--- config.mk ---
export PLATFORM = sky130hd
export DESIGN_NAME = mpm_bc
export DESIGN_NICKNAME = d
export VERILOG_FILES = /design/src/rtl/mpm_pkg.sv /design/src/rtl/mpm_bc.sv
export SDC_FILE = /design/constraint.sdc
export NUM_CORES = 1
export LEC_CHECK = 0
export ABC_AREA = 1
export BUFFER_PORTS_ARGS = -buffer_cell sky130_fd_sc_hd__buf_2
export CORE_MARGIN = 2
export CORE_UTILIZATION = 50
export CTS_CLUSTER_SIZE = 20
export DETAILED_ROUTE_END_ITERATION = 10
export PLACE_DENSITY_LB_ADDON = 0.12
export RECOVER_POWER = 25
export SETUP_SLACK_MARGIN = 0.15
export SYNTH_ARGS = -nofsm -noshare
export SYNTH_HDL_FRONTEND = slang
export SYNTH_SLANG_ARGS = --single-unit
export TNS_END_PERCENT = 100
--- constraint.sdc ---
create_clock -name clk -period 18.1 [get_ports clk]
set_clock_uncertainty 0.2 [all_clocks]
set_input_delay 0.905 -clock clk [delete_from_list [all_inputs] [get_ports clk]]
set_output_delay 0.905 -clock clk [all_outputs]
set_load 0.02 [all_outputs]
--- src/rtl/mpm_pkg.sv ---
`default_nettype none
package mpm_pkg;

    localparam int GRID_SIZE_DEF = 64;
    localparam int DIV_BITS      = 48;
    localparam int DIV_STAGES    = 12;
    localparam int DIV_STEP      = DIV_BITS / DIV_STAGES;

    localparam logic [2:0] CFG_GRAVITY = 3'd0;
    localparam logic [2:0] CFG_WALL    = 3'd1;
    localparam logic [2:0] CFG_MIN_X   = 3'd2;
    localparam logic [2:0] CFG_MIN_Y   = 3'd3;
    localparam logic [2:0] CFG_MIN_Z   = 3'd4;
    localparam logic [2:0] CFG_MAX_X   = 3'd5;
    localparam logic [2:0] CFG_MAX_Y   = 3'd6;
    localparam logic [2:0] CFG_MAX_Z   = 3'd7;

    typedef struct packed {
        logic [5:0]         node_i;
        logic [5:0]         node_j;
        logic [5:0]         node_k;
        logic signed [31:0] momentum_x;
        logic signed [31:0] momentum_y;
        logic signed [31:0] momentum_z;
        logic [31:0]        node_mass;
    } node_in_t;

    typedef struct packed {
        logic               node_active;
        logic signed [31:0] vel_x;
        logic signed [31:0] vel_y;
        logic signed [31:0] vel_z;
    } node_out_t;

    typedef struct packed {
        logic [15:0] gravity_step;
        logic [3:0]  wall_thickness;
        logic [14:0] box_min_x;
        logic [14:0] box_min_y;
        logic [14:0] box_min_z;
        logic [14:0] box_max_x;
        logic [14:0] box_max_y;
        logic [14:0] box_max_z;
    } cfg_t;

    typedef struct packed {
        logic [5:0] node_i;
        logic [5:0] node_j;
        logic [5:0] node_k;
        logic       active;
    } side_t;

endpackage
`default_nettype wire

--- src/rtl/mpm_bc.sv ---
`default_nettype none
// velocity finish: sign, saturate, gravity, walls, box collision (3 stages)
module mpm_bc #(
    parameter int GRID_SIZE = mpm_pkg::GRID_SIZE_DEF
) (
    input  wire logic             clk,
    input  wire logic             en,
    input  wire mpm_pkg::cfg_t    cfg,
    input  wire mpm_pkg::side_t   side,
    input  wire logic [2:0]       neg,
    input  wire logic [47:0]      qx,
    input  wire logic [47:0]      qy,
    input  wire logic [47:0]      qz,
    output mpm_pkg::node_out_t    result
);
    import mpm_pkg::*;

    logic signed [31:0] v1_reg [3];
    side_t              s1_reg, s2_reg, s3_reg;
    logic signed [31:0] v2_reg [3];
    logic [2:0]         in_reg;
    logic [16:0]        dist_reg [6];
    logic signed [31:0] v3_reg [3];

    function automatic logic signed [31:0] sat_q(input logic [47:0] q, input logic n);
        logic signed [49:0] s;
        begin
            s = n ? -$signed({2'b0, q}) : $signed({2'b0, q});
            if (s > 50'sd2147483647)
                sat_q = 32'sh7fffffff;
            else if (s < -50'sd2147483648)
                sat_q = 32'sh80000000;
            else
                sat_q = s[31:0];
        end
    endfunction

    logic signed [31:0] v1_next [3];
    always_comb
    begin
        logic signed [32:0] gy;
        v1_next[0] = sat_q(qx, neg[0]);
        v1_next[1] = sat_q(qy, neg[1]);
        v1_next[2] = sat_q(qz, neg[2]);
        gy = 33'(v1_next[1]) - $signed({17'b0, cfg.gravity_step});
        if (gy < -33'sd2147483648)
            v1_next[1] = 32'sh80000000;
        else
            v1_next[1] = gy[31:0];
    end

    logic signed [31:0] v2_next [3];
    logic [2:0]         in_next;
    logic [16:0]        dist_next [6];
    always_comb
    begin
        logic [5:0]         idx [3];
        logic signed [11:0] hi;
        logic [14:0]        mn [3];
        logic [14:0]        mx [3];
        logic [16:0]        pos;
        idx[0] = s1_reg.node_i;
        idx[1] = s1_reg.node_j;
        idx[2] = s1_reg.node_k;
        mn[0] = cfg.box_min_x; mn[1] = cfg.box_min_y; mn[2] = cfg.box_min_z;
        mx[0] = cfg.box_max_x; mx[1] = cfg.box_max_y; mx[2] = cfg.box_max_z;
        hi = 12'(GRID_SIZE) - {8'b0, cfg.wall_thickness};
        for (int a = 0; a < 3; a++)
        begin
            v2_next[a] = v1_reg[a];
            if (idx[a] < {2'b0, cfg.wall_thickness} && v1_reg[a] < 0)
                v2_next[a] = '0;
            if ($signed({6'b0, idx[a]}) > hi && v1_reg[a] > 0)
                v2_next[a] = '0;
            pos = {3'b0, idx[a], 8'b0};
            in_next[a] = (pos > {2'b0, mn[a]}) && (pos < {2'b0, mx[a]});
            dist_next[2*a]   = pos - {2'b0, mn[a]};
            dist_next[2*a+1] = {2'b0, mx[a]} - pos;
        end
    end

    logic signed [31:0] v3_next [3];
    always_comb
    begin
        logic [16:0]        best;
        logic [2:0]         face;
        logic signed [31:0] vn;
        best = dist_reg[0];
        face = 3'd0;
        for (int f = 1; f < 6; f++)
        begin
            if (dist_reg[f] < best)
            begin
                best = dist_reg[f];
                face = 3'(f);
            end
        end
        for (int a = 0; a < 3; a++)
            v3_next[a] = v2_reg[a];
        vn = v2_reg[face[2:1]];
        if (&in_reg && (face[0] ? (vn < 0) : (vn > 0)))
        begin
            for (int a = 0; a < 3; a++)
            begin
                if (2'(a) == face[2:1])
                    v3_next[a] = '0;
                else
                    v3_next[a] = v2_reg[a] / 2;
            end
        end
    end

    always_ff @(posedge clk)
    begin
        if (en)
        begin
            s1_reg <= side;
            s2_reg <= s1_reg;
            s3_reg <= s2_reg;
            in_reg <= in_next;
            for (int a = 0; a < 3; a++)
            begin
                v1_reg[a] <= v1_next[a];
                v2_reg[a] <= v2_next[a];
                v3_reg[a] <= v3_next[a];
            end
            for (int f = 0; f < 6; f++)
                dist_reg[f] <= dist_next[f];
        end
    end

    always_comb
    begin
        result.node_active = s3_reg.active;
        result.vel_x       = s3_reg.active ? v3_reg[0] : '0;
        result.vel_y       = s3_reg.active ? v3_reg[1] : '0;
        result.vel_z       = s3_reg.active ? v3_reg[2] : '0;
    end

endmodule
`default_nettype wire

# --- Yosys cells after proc, flatten, opt, wreduce, memory -nomap -nowiden ---
# Memory sizes are Yosys's and may differ from the RTL's.
# Index checks and enable logic that the tools add are counted.
# W data, S select, Z words.
word_totals:
  in_bits: 278
  wordCells: 109
  reg_bits: 24
  out_inout_bits: 97
  ram_bits: 390
  memories: 4
memory_table:
  columns: ["name", "words", "word_bits", "read_ports", "rd_clocked_by_memory_dff", "write_ports", "line", "text"]
  rows:
  - ["dist_reg", 6, 17, 6, 0, 6, "mpm_bc.sv:22", "logic [16:0] dist_reg [6];"]
  - ["v1_reg", 3, 32, 3, 0, 3, "mpm_bc.sv:18", "logic signed [31:0] v1_reg [3];"]
  - ["v2_reg", 3, 32, 4, 0, 3, "mpm_bc.sv:20", "logic signed [31:0] v2_reg [3];"]
  - ["v3_reg", 3, 32, 3, 0, 3, "mpm_bc.sv:23", "logic signed [31:0] v3_reg [3];"]
op_classes:
  add_sub_neg: 14
  reduce_logical: 12
  muxes: 35
  order_cmp: 32
  eq_ne: 2
  bitwise: 3
op_table:
  columns: ["op", "n"]
  rows:
  - ["$mux W32", 19]
  - ["$gt A50 B32 Y1 const B", 3]
  - ["$lt A50 B32 Y1 const B", 3]
  - ["$mux W50", 3]
  - ["$neg A48 Y50", 3]
  - ["$gt A32 B1 Y1 const B", 4]
  - ["$lt A32 B1 Y1 const B", 4]
  - ["$add A32 B1 Y32", 3]
  - ["$mux W96", 1]
  - ["$lt A17 B17 Y1", 5]
  - ["$mux W17", 4]
  - ["$sub A14 B15 Y16", 3]
  - ["$sub A15 B14 Y16", 3]
  - ["$gt A14 B15 Y1", 3]
  - ["$lt A14 B15 Y1", 3]
  - ["$lt A33 B32 Y1 const B", 1]
  - ["$sub A32 B17 Y33", 1]
  - ["$gt A7 B8 Y1", 3]
  - ["$lt A6 B4 Y1", 3]
  - ["$mux W3", 4]
  - ["$logic_and A1 B1 Y1", 10]
  - ["$sub A7 B4 Y8 const A", 1]
  - ["$mux W1", 4]
  - ["$and A1 B1 Y1", 3]
  - ["4 further kinds", 4]

# --- Logic depth before layout (Yosys ltp) ---
# Gate-level depths: netlist (run 1).
# An unclocked memory read counts as a cell.
depth:
  depth_word: 15
  depth_mapped: 68

# --- Worst setup path before layout (run 1) ---
# OpenSTA, ideal clock, no wires.
synth_timing:
  kind: "reg2reg"
  start: "mem dist_reg[1][8]"
  end: "mem v3_reg[0][18] (data pin)"
  arrival_time_ps: 8502
  path_slack_ps: 9145
  stages_incl_launch_ff: 60
  t_required_ps: 17647
  path_buffers: 7
  cell_sequence: "edfxtp_1 ha_1 nand2_1 nor2_1 nand2_1 nand3b_1 nand3_2 clkbuf_1 clkbuf_1 nand2_1 o21ai_0 ha_1 a21oi_1 o21ai_0 a21oi_1 o21bai_1 a21oi_1 nand3_2 [... 24 more ...] a21oi_1 nor2_1 a211oi_1 o211ai_1 a221oi_1 nand2_2 nand2_2 nand2_1 nand2_1 nor2_1 nand2_1 nand2_1 nand2_2 nand2_2 buf_6 buf_4 nand2_1 nand2_1"
synth_rtl:
  columns: ["element", "line"]
  rows:
  - ["from (decl)", "mpm_bc.sv:22"]
  - ["to (decl)", "mpm_bc.sv:23"]

==> results of run 1 <==
## how the worst max path moves through the flow
stage / from / end / slack (ns) / cells after the start
2_1_floorplan: dist_reg[1][8]$_DFFE_PP_ / v3_reg[0][18]$_DFFE_PP_ / 9.15 / 59
3_3_place_gp: dist_reg[1][6]$_DFFE_PP_ / v3_reg[0][46]$_DFFE_PP_ / 6.74 / 51
3_5_place_dp: dist_reg[1][12]$_DFFE_PP_ / v3_reg[0][91]$_DFFE_PP_ / 6.41 / 51
4_1_cts: dist_reg[1][12]$_DFFE_PP_ / v3_reg[0][60]$_DFFE_PP_ / 6.37 / 51
5_1_grt: dist_reg[1][12]$_DFFE_PP_ / v3_reg[0][61]$_DFFE_PP_ / 4.78 / 51
6_report: dist_reg[0][2]$_DFFE_PP_ / v3_reg[0][60]$_DFFE_PP_ / 6.25 / 53
## report_power, final
| group | internal, mW | switching, mW | total (mW) |
|---|---|---|---|
| logic | 0.337 | 0.706 | 1.04 |
| registers | 1.18 | 0.0752 | 1.25 |
| clock network | 0.550 | 0.401 | 0.951 |
## area by class of cell
type,count,area (um^2),area share (%)
Sequential cell,408,12300,36.7
Clock buffer,51,1190,3.57
Multi-Input combinational cell,2564,14300,43.0
Timing Repair Buffer,391,1960,5.87
Inverter,625,2350,7.03
Tap cell,765,957,2.87
Clock inverter,37,343,1.03
## worst max-delay path, delay by kind of cell, from the launching register on
kind                       cells  cell delay, ns
AOI/OAI and AO/OA             20            4.26
adders and majority gates      5            1.49
buffers and inverters          3            0.61
DFF                            1            0.38
and+or+nand+nor               25            4.60
## metrics by stage
stage	area, um^2	setup slack (ns)	utilization (%)	hold WS [ns]
final	33400	6.25	57.7	0.218
after global routing	33400	4.78	57.7	0.228
after CTS	33400	6.37	57.7	0.219
after detailed placement	31900	6.41	55.1	0.205
after global placement	31900	6.74	55.1	0.203
after floorplan	29400	9.15	-	0.200
## metal layers
layer / wire, um / global-route usage, % / share of wire [%] / vias to the layer above
li1: - / - / - / 12800
met1: 36900 / 37.2 / 47 / 11200
met2: 33700 / 39.0 / 43 / 738
met3: 4890 / 3.49 / 6.3 / 115
met4: 2160 / 7.46 / 2.8 / 0
met5: 0 / 0 / 0 / -
## layout by cell type (no fill, tap or decap), types with 88 or more instances in the layout
master / n
nand2_1: 864
inv_1: 619
edfxtp_1: 408
nor2_1: 372
buf_2: 346
nand3_1: 191
ha_1: 165
xor2_1: 154
o21ai_0: 130
a21oi_1: 115
nor3_1: 106
nand4_1: 88
## synthesized netlist by cell type (33+ instances only)
cell type	instances	area (um^2)
nor4_1	75	469
nor2_1	372	1400
o21ai_0	130	651
xnor2_1	87	762
nand2_1	864	3240
inv_1	619	2320
edfxtp_1	408	12300
a21oi_1	115	576
nand4_1	88	551
nor3_1	106	531
clkbuf_1	67	251
ha_1	165	2060
nor2_2	33	206
xor2_1	154	1350
nand3_1	191	956
## cells by family (layout without fill, tap and decap cells)
kind of cell | after synthesis | count (layout) | synth area share (%)
AO/OA/AOI/OAI | 332 | 332 | 6.41
XOR/XNOR | 241 | 241 | 7.18
adder cells (fa/ha/maj) | 169 | 169 | 7.30
buffers and inverters | 731 | 1104 | 9.75
flip-flops | 408 | 408 | 41.7
AND/OR/NAND/NOR | 1822 | 1822 | 27.7
==> results.py, run 1 <==
metrics = {
    "cts": {
        "cts_made_buffers": 47,
        "cts_sinks": 408,
        "clk_latency_ns": 0.59,
        "clkSlewWorstSetupHoldPaths_ns": 0.06,
        "htreeDepth": 2,
        "cts_resized": 0,
        "cts_tree": "done",
        "hold_buffers": 0,
        "post-cts-setup-buffers": 0,
        "cts.path.max_buffers": 3,
        "root_buffer": "clkbuf_16",
    },
    "critical_path": {
        "cp_slowest_cell": "nand2_4",
        "cp-end-kind": "flip-flop",
        "cp.required_ns": 18.33,
        "worstPathArrival_ns": 12.08,
        "r2r-end": "v3_reg[0][60]$_DFFE_PP_",
        "cp_common_cell": "nand2_1",
        "critPathMaxFanout": 96,
        "r2r_cells": 53,
        "path_class": "flip-flop to flip-flop",
        "cpPeakStageDelay_ns": 0.71,
        "startpoint_type": "flip-flop",
        "r2r-start": "dist_reg[0][2]$_DFFE_PP_",
        "rrSetupSlack_ns": 6.25,
    },
    "routing": {
        "drtIter0Drc": 1964,
        "drc_errors": 0,
        "antenna_left": 0,
        "dr.pass1.iters": 6,
        "wire_per_inst_um": 16.0,
        "num_vias": 24900,
        "drt-total-wl_um": 77700,
        "viasPerCell": 5.15,
    },
    "cells_and_area": {
        "syn_to_final_growth_pct": 13.7,
        "final_cells": 4841,
        "fill_cells": 5498,
        "diodes": 0,
        "nets": 4484,
        "drive_gt1_share_pct": 13.2,
    },
    "floorplanning": {
        "num_rows": 88,
        "die_w_um": 246,
        "pin_count": 375,
        "core_area_um2": 57900,
        "die_h_um": 246,
        "die_area_um2": 60700,
        "start_util_pct": 50.7,
    },
    "timing": {
        "tns_ns": 0,
        "slew_headroom_pct": -321,
        "finalHoldViolCount": 0,
        "finalCriticalPeriod_ns": 11.85,
        "finalSetupViolations": 0,
        "rsz0062_at_grt": "false",
        "fmax_ghz": 0.0844,
        "tightest_slew_ns": 6.31,
        "slew_viol_final": 192,
        "finalCritPeriodShare_pct": 65.5,
    },
    "min_path": {
        "hp-class": "flip-flop to flip-flop",
        "hold_depth": 0,
        "hold_end": "result[96]$_DFFE_PP_",
        "hold_start": "s2_reg[0]$_DFFE_PP_",
    },
    "place": {
        "place.gp.congestion": 0.899,
        "dp.cells": 4753,
        "dp_hpwl_um": 59400,
        "io_buffers": 374,
    },
    "synthesis": {
        "synth_seq_cells": 408,
        "synth_edf_count": 408,
        "avgSynthCellArea_um2": 7.93,
        "seq_area_frac_synth_pct": 41.7,
        "synthCells": 3703,
        "synthesis.nets": 4150,
        "synth_ff_type": "edfxtp_1",
        "syn_area_um2": 29400,
        "synth_cell_types": 59,
        "ys_warn_count": 0,
        "synthArstFlopShare_pct": 0,
    },
    "global_routing": {
        "grt_pass1_vias": 23300,
        "grt-ovfl-total": 0,
        "grt_max_degree": 115,
        "grt_use_total_pct": 25.4,
        "grt_pass1_wl_um": 123000,
        "grt_antenna_before_repair": 0,
    },
    "flow_run": {
        "drv_cap": 2,
    },
    "power": {
        "p_leak_nw": 16.0,
        "irDropWorstVdd_mv": 0.165,
        "p_per_area_nw_per_um2": 97.2,
        "power_mw": 3.25,
    },
    "run_status": {
        "violations": "max-capacitance violations, max-slew violations",
        "outcome": "finished, violations left",
    },
}
(Power assumes the default switching activity.)
==> inputs of run 2 (changes only) <==
==> constraint.sdc (replaced) <==
create_clock -name clk -period 9.6 [get_ports clk]
set_clock_uncertainty 0.2 [all_clocks]
set_input_delay 0.48 -clock clk [delete_from_list [all_inputs] [get_ports clk]]
set_output_delay 0.48 -clock clk [all_outputs]
set_load 0.02 [all_outputs]
==> run 2 against run 1 <==
The run still ends with max-capacitance violations, max-slew violations left. Clock power up 80%. Cell count up 2.3%. Via count up 3.1%. Wire length up 5.0%. Non-clock buffer count up 107. Register-to-register slack worse by 5.8 ns. Sequential power up 89%. Maximum frequency up 29%. Die area unchanged. First-iteration DRC count down 8.0%.
==> results.py, run 2 (synthesis gave the netlist of run 1 again) <==
metrics = {
    "run_status": {
        "outcome": "finished, violations left",
        "violations": "max-capacitance violations, max-slew violations",
    },
    "timing": {
        "slew_headroom_pct": -321,
        "finalCritPeriodShare_pct": 95.6,
        "slew_viol_final": 114,
        "tns_ns": 0,
        "finalCriticalPeriod_ns": 9.18,
        "setup_ws_ns": 0.419,
        "finalSetupViolations": 0,
        "fmax_ghz": 0.109,
        "finalHoldViolCount": 0,
        "tightest_slew_ns": 6.31,
    },
    "critical_path": {
        "path_class": "flip-flop to flip-flop",
        "worstPathArrival_ns": 9.30,
        "startpoint_type": "flip-flop",
        "critPathMaxFanout": 9,
        "cp-end-kind": "flip-flop",
        "cpPeakStageDelay_ns": 0.41,
        "cp-startpoint": "dist_reg[1][15]$_DFFE_PP_",
        "cp.required_ns": 9.72,
        "r2r-start": "dist_reg[1][15]$_DFFE_PP_",
        "cp_slowest_cell": "edfxtp_1",
    },
    "floorplanning": {
        "die_area_um2": 60700,
        "pin_count": 375,
        "num_rows": 88,
        "die_h_um": 246,
        "die_w_um": 246,
        "core_area_um2": 57900,
        "start_util_pct": 50.7,
    },
    "min_path": {
        "hold_start": "cfg[63]",
        "hp-class": "primary input to flip-flop",
    },
    "cells_and_area": {
        "final_cell_mix": "nand2_1 (855), inv_1 (610), edfxtp_1 (408)",
        "fill_cells": 5222,
        "nets": 4598,
        "multiInputGateArea_um2": 14900,
        "regArea_um2": 12300,
        "syn_to_final_growth_pct": 19.4,
        "drive_gt1_share_pct": 16.2,
        "layout.cells.most_common": "nand2_1",
    },
    "global_routing": {
        "grt_pass1_vias": 23400,
        "grt_pass1_wl_um": 123000,
        "grt_use_total_pct": 25.3,
        "grt_max_degree": 155,
        "grt-ovfl-total": 0,
        "grt_antenna_before_repair": 3,
    },
    "routing": {
        "wire_per_inst_um": 16.5,
        "drt-total-wl_um": 81600,
        "antenna_left": 0,
        "drtIter0Drc": 1806,
        "dr.pass1.iters": 6,
        "drc_errors": 0,
        "num_vias": 25700,
        "viasPerCell": 5.19,
    },
    "power": {
        "irDropWorstVdd_mv": 0.168,
        "p_sw_mw": 2.52,
        "pwr-share-seq_pct": 35.2,
        "clock_power_share_pct": 25.5,
        "p_int_mw": 4.20,
        "p_per_area_nw_per_um2": 191,
        "p_comb_share_pct": 39.3,
        "switching_share_pct": 37.5,
        "p_leak_nw": 16.8,
    },
    "cts": {
        "cts.path.max_buffers": 3,
        "clkSlewWorstSetupHoldPaths_ns": 0.06,
        "cts_sinks": 408,
        "root_buffer": "clkbuf_16",
        "clk_latency_ns": 0.59,
        "cts_tree": "done",
        "htreeDepth": 2,
        "cts_made_buffers": 47,
    },
    "place": {
        "dp_hpwl_um": 58900,
        "io_buffers": 374,
        "place.gp.congestion": 0.907,
        "place_ws_ns": -0.320,
    },
    "flow_run": {
        "drv_cap": 1,
    },
}
==> run 2: changes by cell type in the layout (fill, tap and decap cells not counted), sizes merged <==
cell,before,now
diode,0,2
clkinvlp,9,5
bufinv,5,2
nand3,200,201
dlygate4sd3,0,48
clkinv,21,22
buf,362,415
nand2,881,886
clkbuf,80,93
inv,627,623
==> run 2: worst paths after layout <==
path	to	slack, ns	cells after the start
worst max-delay path	v3_reg[0][50]$_DFFE_PP_	0.42	53
worst min-delay path	dist_reg[2][3]$_DFFE_PP_	0.04	2
worst max register to register	v3_reg[0][50]$_DFFE_PP_	0.42	53
worst min register to register	result[96]$_DFFE_PP_	0.23	0
==> run 2: routing by layer <==
metal  up-vias  global-route usage (%)  share of wire (%)
met5         -                       0              0.029
met4         4                    7.07                2.7
met3       126                    3.83                6.4
met2       751                    40.3                 45
met1     11700                    35.9                 45
li1      13100                       -                  -
==> run 2: power groups by stage <==
stage          registers, mW  clock network [mW]  logic [mW]
3_5_place_dp            2.38                   0        2.00
3_3_place_gp            2.38                   0        1.98
6_report                2.36                1.71        2.64
2_1_floorplan           2.32                   0        1.44
5_1_grt                 2.38                1.82        2.91
4_1_cts                 2.35                1.75        2.05
==> run 2: per-stage QoR <==
| step | hold WS (ns) | util, % | instance area [um^2] | cells | power [mW] |
|---|---|---|---|---|---|
| 2_1_floorplan | 0.200 | - | 29400 | 3703 | 3.76 |
| 3_3_place_gp | 0.202 | 55.3 | 32000 | 4767 | 4.37 |
| 3_5_place_dp | 0.215 | 55.3 | 32000 | 4767 | 4.38 |
| 4_1_cts | 0.00600 | 58.8 | 34000 | 4900 | 6.15 |
| 5_1_grt | 0.0224 | 60.6 | 35100 | 4952 | 7.11 |
| 6_report | 0.0364 | 60.6 | 35100 | 4953 | 6.71 |
==> run 2: area by class of cell <==
class                      count  area share, %
multi-input combinational   2570           42.4
sequential                   408           34.9
timing repair buffer         498           9.06
inverter                     625           6.70
clock buffer                  58           3.59
tap                          765           2.73
clock inverter                26          0.535
timing repair inverter         1         0.0214
antenna                        2         0.0143
==> run 2: critical path, delay by kind of cell (launching register included) <==
kind / cells / cell delay, ns
adders and majority gates: 5 / 1.48
buffers and inverters: 7 / 1.08
and+or+nand+nor: 25 / 3.14
DFF: 1 / 0.41
AOI/OAI and AO/OA: 16 / 2.57
==> run 2: what timing repair did <==
item	4_1_cts	5_1_grt
pin swaps	0	43
resized for setup	13	135
hold endpoints to repair	48	0
cloned	1	18
endpoints found under the setup margin	96	96
hold buffers	48	0
setup buffers	0	33
